<file path="src/hdl/lfu_pkg.sv">
// Shared constants and default cell interface types for the LFU cache directory.
package lfu_pkg;

  localparam int ENTRIES_DEFAULT    = 16;
  localparam int KEY_BITS_DEFAULT   = 32;
  localparam int COUNT_BITS_DEFAULT = 16;

  localparam int CAP_W     = 5;
  localparam int CAP_RESET = 16;

  localparam int KEY_W    = 32;
  localparam int HANDLE_W = 32;
  localparam int LENGTH_W = 32;
  localparam int SLOT_W   = 4;
  localparam int USE_W    = 16;

  localparam int IN_W  = 96;
  localparam int OUT_W = 120;

  localparam int IDX_W_DEFAULT  = 4;
  localparam int FILL_W_DEFAULT = 5;

  typedef struct packed {
    logic                          hit;
    logic [IDX_W_DEFAULT-1:0]      hit_idx;
    logic [HANDLE_W-1:0]           hit_handle;
    logic [LENGTH_W-1:0]           hit_length;
    logic [COUNT_BITS_DEFAULT-1:0] hit_count;
    logic                          min_ok;
    logic [IDX_W_DEFAULT-1:0]      min_idx;
    logic [COUNT_BITS_DEFAULT-1:0] min_count;
    logic [KEY_BITS_DEFAULT-1:0]   min_key;
  } carry_t;

  typedef struct packed {
    logic [FILL_W_DEFAULT-1:0]   fill;
    logic [FILL_W_DEFAULT-1:0]   cap;
    logic [KEY_BITS_DEFAULT-1:0] key;
    logic [HANDLE_W-1:0]         handle;
    logic [LENGTH_W-1:0]         length;
    logic                        wr;
    logic                        bump;
    logic [IDX_W_DEFAULT-1:0]    idx;
  } cmd_t;

endpackage

</file>
<file path="src/hdl/lfu_cache_policy.sv">
// Top level of the LFU cache directory: item handshake, control sequencer and the row of slots.
// Each access passes through the SEARCH and DECIDE states from input transfer to result: the
// search carry walks the row of slot cells one cell per cycle, comparing the key and tracking
// the least-used slot among the first capacity slots, then the DECIDE state writes or bumps
// the chosen slot and registers the result once the result register is free. One access is
// handled at a time; the next input transfer is taken once the previous result has been
// registered, and the result register lets the next access run while the result waits to be
// taken. Capacity is written through cfg_we/cfg_wdata; the user must write it only while no
// access is in progress, as the block itself does not enforce it.
module lfu_cache_policy #(
  parameter int ENTRIES    = lfu_pkg::ENTRIES_DEFAULT,
  parameter int KEY_BITS   = lfu_pkg::KEY_BITS_DEFAULT,
  parameter int COUNT_BITS = lfu_pkg::COUNT_BITS_DEFAULT
) (
  input  logic                      clk,
  input  logic                      rst,
  input  logic                      cfg_we,
  input  logic [lfu_pkg::CAP_W-1:0] cfg_wdata,  // capacity
  input  logic                      s_tvalid,
  output logic                      s_tready,
  // key[31:0], content_handle[63:32], content_length[95:64]
  input  logic [lfu_pkg::IN_W-1:0]  s_tdata,
  output logic                      m_tvalid,
  input  logic                      m_tready,
  // hit[0], slot[4:1], inserted[5], evicted[6], evicted_key[38:7], out_handle[70:39],
  // out_length[102:71], use_count[118:103], zero[119]
  output logic [lfu_pkg::OUT_W-1:0] m_tdata
);

  localparam int IDX_W  = (ENTRIES > 1) ? $clog2(ENTRIES) : 1;
  localparam int FILL_W = $clog2(ENTRIES + 1);
  localparam int CMP_W  = (FILL_W > lfu_pkg::CAP_W) ? FILL_W : lfu_pkg::CAP_W;

  typedef struct packed {
    logic                          hit;
    logic [IDX_W-1:0]              hit_idx;
    logic [lfu_pkg::HANDLE_W-1:0]  hit_handle;
    logic [lfu_pkg::LENGTH_W-1:0]  hit_length;
    logic [COUNT_BITS-1:0]         hit_count;
    logic                          min_ok;
    logic [IDX_W-1:0]              min_idx;
    logic [COUNT_BITS-1:0]         min_count;
    logic [KEY_BITS-1:0]           min_key;
  } row_carry_t;

  typedef struct packed {
    logic [FILL_W-1:0]            fill;
    logic [FILL_W-1:0]            cap;
    logic [KEY_BITS-1:0]          key;
    logic [lfu_pkg::HANDLE_W-1:0] handle;
    logic [lfu_pkg::LENGTH_W-1:0] length;
    logic                         wr;
    logic                         bump;
    logic [IDX_W-1:0]             idx;
  } row_cmd_t;

  typedef enum logic [1:0] {
    IDLE,
    SEARCH,
    DECIDE
  } state_t;

  state_t                       state;
  logic [lfu_pkg::CAP_W-1:0]    capacity;
  logic [FILL_W-1:0]            fill;
  logic [IDX_W-1:0]             cnt;
  logic [KEY_BITS-1:0]          item_key;
  logic [lfu_pkg::HANDLE_W-1:0] item_handle;
  logic [lfu_pkg::LENGTH_W-1:0] item_length;

  logic [CMP_W-1:0]        cap_wide;
  logic [FILL_W-1:0]       cap;
  row_cmd_t                cmd;
  row_carry_t              carry_head;
  row_carry_t              carry [ENTRIES];
  row_carry_t              res;
  logic                    fire;
  logic                    free_slot;
  logic                    do_ins;
  logic                    do_evict;
  logic [IDX_W-1:0]        widx;
  logic [COUNT_BITS-1:0]   count_after;
  logic [lfu_pkg::OUT_W-1:0] result;

  assign cap_wide   = CMP_W'(capacity);
  assign cap        = (cap_wide > CMP_W'(ENTRIES)) ? FILL_W'(ENTRIES) : FILL_W'(cap_wide);
  assign carry_head = '0;
  assign res        = carry[ENTRIES-1];
  assign s_tready   = state == IDLE;
  assign fire       = (state == DECIDE) && (!m_tvalid || m_tready);
  assign free_slot  = fill < cap;
  assign do_ins     = !res.hit && cap != '0;
  assign do_evict   = do_ins && !free_slot;

  always_comb begin
    if (res.hit) begin
      widx = res.hit_idx;
    end else if (free_slot) begin
      widx = IDX_W'(fill);
    end else begin
      widx = res.min_idx;
    end
    if (res.hit) begin
      count_after = (res.hit_count == {COUNT_BITS{1'b1}}) ? res.hit_count
                                                           : res.hit_count + COUNT_BITS'(1);
    end else if (do_ins) begin
      count_after = COUNT_BITS'(1);
    end else begin
      count_after = '0;
    end
  end

  always_comb begin
    cmd.fill   = fill;
    cmd.cap    = cap;
    cmd.key    = item_key;
    cmd.handle = item_handle;
    cmd.length = item_length;
    cmd.wr     = fire && do_ins;
    cmd.bump   = fire && res.hit;
    cmd.idx    = widx;
  end

  always_comb begin
    result = '0;
    result[0]       = res.hit;
    result[4:1]     = (res.hit || do_ins) ? lfu_pkg::SLOT_W'(widx) : '0;
    result[5]       = do_ins;
    result[6]       = do_evict;
    result[38:7]    = do_evict ? lfu_pkg::KEY_W'(res.min_key) : '0;
    result[70:39]   = res.hit ? res.hit_handle : item_handle;
    result[102:71]  = res.hit ? res.hit_length : item_length;
    result[118:103] = lfu_pkg::USE_W'(count_after);
  end

  for (genvar i = 0; i < ENTRIES; i++) begin : g_row
    row_carry_t cell_in;
    if (i == 0) begin : g_head
      assign cell_in = carry_head;
    end else begin : g_link
      assign cell_in = carry[i-1];
    end
    lfu_cell #(
      .INDEX      (i),
      .KEY_BITS   (KEY_BITS),
      .COUNT_BITS (COUNT_BITS),
      .IDX_W      (IDX_W),
      .FILL_W     (FILL_W),
      .carry_t    (row_carry_t),
      .cmd_t      (row_cmd_t)
    ) u_cell (
      .clk       (clk),
      .cmd       (cmd),
      .carry_in  (cell_in),
      .carry_out (carry[i])
    );
  end

  always_ff @(posedge clk) begin
    if (rst) begin
      state    <= IDLE;
      capacity <= lfu_pkg::CAP_W'(lfu_pkg::CAP_RESET);
      fill     <= '0;
      cnt      <= '0;
      m_tvalid <= 1'b0;
    end else begin
      if (cfg_we) begin
        capacity <= cfg_wdata;
      end
      if (m_tvalid && m_tready && !fire) begin
        m_tvalid <= 1'b0;
      end
      case (state)
        IDLE: begin
          if (s_tvalid) begin
            item_key    <= KEY_BITS'(s_tdata[31:0]);
            item_handle <= s_tdata[63:32];
            item_length <= s_tdata[95:64];
            cnt         <= '0;
            state       <= SEARCH;
          end
        end
        SEARCH: begin
          if (cnt == IDX_W'(ENTRIES - 1)) begin
            state <= DECIDE;
          end else begin
            cnt <= cnt + IDX_W'(1);
          end
        end
        DECIDE: begin
          if (fire) begin
            m_tvalid <= 1'b1;
            m_tdata  <= result;
            if (do_ins && free_slot) begin
              fill <= fill + FILL_W'(1);
            end
            state <= IDLE;
          end
        end
        default: begin
          state <= IDLE;
        end
      endcase
    end
  end

`ifndef SYNTHESIS
  a_fill_bound: assert property (@(posedge clk) disable iff (rst)
    fill <= FILL_W'(ENTRIES))
    else $error("fill count beyond slot count");

  a_fill_step: assert property (@(posedge clk) disable iff (rst)
    (cmd.wr && free_slot) |=> fill == $past(fill) + FILL_W'(1))
    else $error("fill count not advanced on insertion into a free slot");

  a_result_flags: assert property (@(posedge clk) disable iff (rst)
    m_tvalid |-> (!(m_tdata[0] && m_tdata[5]) && (!m_tdata[6] || m_tdata[5])))
    else $error("inconsistent hit, inserted and evicted flags");
`endif

endmodule

</file>
<file path="src/hdl/lfu_cell.sv">
// One directory slot: stores an entry and folds it into the search carry passed along the row.
module lfu_cell #(
  parameter int  INDEX      = 0,
  parameter int  KEY_BITS   = lfu_pkg::KEY_BITS_DEFAULT,
  parameter int  COUNT_BITS = lfu_pkg::COUNT_BITS_DEFAULT,
  parameter int  IDX_W      = lfu_pkg::IDX_W_DEFAULT,
  parameter int  FILL_W     = lfu_pkg::FILL_W_DEFAULT,
  parameter type carry_t    = lfu_pkg::carry_t,
  parameter type cmd_t      = lfu_pkg::cmd_t
) (
  input  logic   clk,
  input  cmd_t   cmd,
  input  carry_t carry_in,
  output carry_t carry_out
);

  logic [KEY_BITS-1:0]          key_q;
  logic [lfu_pkg::HANDLE_W-1:0] handle_q;
  logic [lfu_pkg::LENGTH_W-1:0] length_q;
  logic [COUNT_BITS-1:0]        count_q;

  logic   filled;
  logic   in_cap;
  logic   selected;
  carry_t carry_next;

  assign filled   = FILL_W'(INDEX) < cmd.fill;
  assign in_cap   = FILL_W'(INDEX) < cmd.cap;
  assign selected = cmd.idx == IDX_W'(INDEX);

  always_comb begin
    carry_next = carry_in;
    if (!carry_in.hit && filled && key_q == cmd.key) begin
      carry_next.hit        = 1'b1;
      carry_next.hit_idx    = IDX_W'(INDEX);
      carry_next.hit_handle = handle_q;
      carry_next.hit_length = length_q;
      carry_next.hit_count  = count_q;
    end
    if (in_cap && (!carry_in.min_ok || count_q < carry_in.min_count)) begin
      carry_next.min_ok    = 1'b1;
      carry_next.min_idx   = IDX_W'(INDEX);
      carry_next.min_count = count_q;
      carry_next.min_key   = key_q;
    end
  end

  always_ff @(posedge clk) begin
    carry_out <= carry_next;
    if (selected && cmd.wr) begin
      key_q    <= cmd.key;
      handle_q <= cmd.handle;
      length_q <= cmd.length;
      count_q  <= COUNT_BITS'(1);
    end else if (selected && cmd.bump && count_q != {COUNT_BITS{1'b1}}) begin
      count_q <= count_q + COUNT_BITS'(1);
    end
  end

endmodule
</file>
<file path="config.mk">
export PLATFORM = sky130hd
export DESIGN_NAME = lfu_cache_policy
export DESIGN_NICKNAME = d
export VERILOG_FILES = /design/src/hdl/lfu_pkg.sv /design/src/hdl/lfu_cache_policy.sv /design/src/hdl/lfu_cell.sv
export SDC_FILE = /design/constraint.sdc
export NUM_CORES = 2
export LEC_CHECK = 0
export BUFFER_PORTS_ARGS = -buffer_cell sky130_fd_sc_hd__buf_2
export CAP_MARGIN = 30
export CORE_UTILIZATION = 35
export DETAILED_ROUTE_END_ITERATION = 16
export GPL_TIMING_DRIVEN = 0
export SLEW_MARGIN = 15
export SYNTH_ARGS = -nofsm -noshare
export SYNTH_HDL_FRONTEND = slang
export SYNTH_SLANG_ARGS = --single-unit
</file>
<file path="constraint.sdc">
create_clock -name clk -period 12.2 [get_ports clk]
set_clock_uncertainty 0.2 [all_clocks]
set_input_delay 3.05 -clock clk [delete_from_list [all_inputs] [get_ports clk]]
set_output_delay 3.05 -clock clk [all_outputs]
set_load 0.01 [all_outputs]
</file>
==> flow_metrics.tcl <==
set metrics [dict create \
    hold_path_class "reg2reg" \
    placementRows 237 \
    cts_resized 0 \
    status "completed" \
    tightest_slew_ns 1.04 \
    cpLargestDelayFamily "simple AND/OR/NAND/NOR gates" \
    synth_seq_cells 4185 \
    root_buffer "clkbuf_16" \
    async_flop_share_pct 0 \
    synth_nets 9977 \
    path_buf_inv 4 \
    synth_edf_count 1751 \
    yosys.area.top_type "edfxtp_1" \
    stdcell_area_mm2 0.170 \
    grt_max_degree 70 \
    cp_common_cell "nor2_1" \
    ys.flop_type "dfxtp_1" \
    wl_um 382000 \
    hold_viol 0 \
    die_x_um 648 \
    dp_hpwl_um 283000 \
    cts_tree "done" \
    hold_ws_ns 0.205 \
    cts_hold_buf 0 \
    synthCells 9623 \
    viasPerCell 4.80 \
    drt_pass1_iterations 6 \
    portBuffers 225 \
    final_antenna_net_count 0 \
    grt_pass1_wl_um 548000 \
    netlist.area_leader.share_pct 35.9 \
    clkSlewWorstSetupHoldPaths_ns 0.06 \
    cp.arrival_ns 7.60 \
    ys_seq_area_share_pct 69.3 \
    ys_warn_count 0 \
    finalSetupViolations 0 \
    start_kind "primary input" \
    coreArea_mm2 0.416 \
    yosysMostFrequentCell "dfxtp_1" \
    cts_sinks 4185 \
    path_class "in2reg" \
    yosysUniqueCellTypes 76 \
    htreeDepth 5 \
    slowest_delay_ns 0.76 \
    synth_top_cells_by_count "dfxtp_1 (2434), mux2_2 (1899), edfxtp_1 (1751)" \
    area_growth_pct 16.2 \
    vdd_ir_drop_max_v 0.000126 \
    maxSlewViolCount 0 \
    powerDensity_mw_per_mm2 165 \
    clkLatencyLatePin_ns 0.97 \
    dpl_cell_area_mm2 0.156 \
    max_freq_mhz 139 \
    cp_max_fo 44 \
    dieArea_mm2 0.421 \
    clk_path_buf_depth 4 \
    rrSetupSlack_ns 6.07 \
    drc 0 \
    gp_congestion 0.946 \
    required_ns 12.63 \
    cts_made_buffers 407 \
    avgSynthCellArea_um2 15.2 \
    slew-limit-headroom_pct 30.5 \
    wl_per_cell_um 23.6 \
    synth_area_mm2 0.146 \
    grt_pass1_vias 79763 \
    fin_crit_sh_pct 58.8 \
    path_cells "buf_2, nand2b_1, clkbuf_1, nand2_1, nor2_1, nand3_1, nor2_1, clkbuf_4, buf_16" \
    drt_iter0_markers 5747 \
    die_y_um 648 \
    grt_util_all_layers_pct 17.8 \
    rsz0062_at_grt "false" \
    nets 10706 \
    overflow 0 \
    antenna_found_initial 39 \
    num_vias 77887 \
    p_leak_nw 63.7 \
    synth.area.top_cells "edfxtp_1 (36%), dfxtp_1 (33%), mux2_2 (15%), xor2_1 (2.4%), ha_1 (2.1%)" \
    max_cap_violations 0 \
    ios 228 \
    finalCriticalPeriod_ns 7.17 \
    post-cts-setup-buffer-count 0 \
    endpoint_kind "flip-flop" \
    crit_path_top_delay_cell "clkbuf_1" \
    initial_utilization_pct 35.1 \
    drive_gt1_share_pct 29.5 \
    p_total_w 0.0280 \
]
-- power breakdown --
part	internal, W	switching, W
registers	0.0147	0.000116
clock network	0.00741	0.00537
logic	0.000188	0.000234
total	0.0223	0.00572
-- worst reg2reg max path, stage by stage (launching register included) --
cell,delay [ns]
edfxtp_1,0.86
clkbuf_1,0.67
buf_2,0.56
xor2_1,0.20
nor4_1,0.58
nand4_1,0.32
nor3_2,0.79
buf_4,0.35
buf_2,0.68
buf_2,0.45
mux2_2,0.37
-- cells by family (layout without fill, tap and decap cells) --
group                    count (synthesis)  in the layout  share of synthesized area, %
buffers and inverters                  630           1715                          1.81
AND/OR/NAND/NOR                       1497           1497                          5.49
other                                    1             18                       0.00256
multiplexers                          1999           1999                          15.4
AO/OA/AOI/OAI                          317            317                          1.49
flip-flops                            4185           4185                          69.3
XOR/XNOR                               746            746                          4.47
adder cells (fa/ha/maj)                248            248                          2.12
-- cell type report --
class | instances | area, µm²
Fill cell | 37910 | 246000
Sequential cell | 4185 | 101000
Multi-Input combinational cell | 4808 | 42500
Clock buffer | 602 | 11900
Tap cell | 5497 | 6880
Timing Repair Buffer | 320 | 2600
Clock inverter | 163 | 1830
Buffer | 362 | 1790
Inverter | 268 | 1010
Antenna cell | 17 | 42.5
-- metal layers --
metal	GRT usage [%]	vias to the layer above	wire length (µm)
met3	2.41	504	18000
li1	-	35943	-
met4	5.61	4	11700
met2	29.5	1861	182000
met1	24.0	39575	171000
met5	0	-	23
-- layout by cell type (no fill, tap or decap), drive strengths merged, types with 34 or more instances in the layout --
cell type | Yosys | layout
a21o | 38 | 38
and3 | 79 | 79
dfxtp | 2434 | 2434
nand2 | 160 | 160
clkinv | 0 | 110
nand4 | 181 | 181
and4 | 42 | 42
clkbuf | 149 | 753
nor3 | 75 | 75
mux2 | 1952 | 1952
nor2 | 368 | 368
nand2b | 73 | 73
nor4 | 95 | 95
or2 | 52 | 52
xnor2 | 346 | 346
xor2 | 400 | 400
and2 | 160 | 160
mux2i | 47 | 47
a21oi | 65 | 65
nand3 | 128 | 128
ha | 248 | 248
edfxtp | 1751 | 1751
buf | 213 | 530
o21ai | 65 | 65
nor2b | 34 | 34
inv | 268 | 288
-- metrics by stage --
stage               utilization, %  worst slack, ns  instances  TNS [ns]
floorplan                        -             2.92       9623         0
global placement              37.1            -2.27      15345   -474.47
detailed placement            37.5             4.11      15436         0
CTS                           40.8             5.16      16201         0
global route                  40.8             5.02      16210         0
finish                        40.8             5.03      16222         0
-- worst paths after layout --
check	from	endpoint	depth (start not counted)
setup reg to reg	item_key[2]	g_row[14].u_cell.carry_out[103]	10
hold reg to reg	g_row[7].u_cell.carry_out[90]	g_row[8].u_cell.carry_out[90]	1
hold / removal	g_row[7].u_cell.carry_out[90]	g_row[8].u_cell.carry_out[90]	1
setup / recovery	m_tready	g_row[11].u_cell.handle_q[24]	9
-- state kept, by name, indices dropped and copies added (netlist names) --
register	count
item_length	32
g_row.u_cell.length_q	512
g_row.u_cell.count_q	256
cnt	4
state	2
g_row.u_cell.carry_out	2161
m_tvalid	1
cap_wide	5
fill	5
item_handle	32
g_row.u_cell.key_q	512
m_tdata	119
g_row.u_cell.handle_q	512
item_key	32
Note: power is estimated with default switching activity, not from simulation.
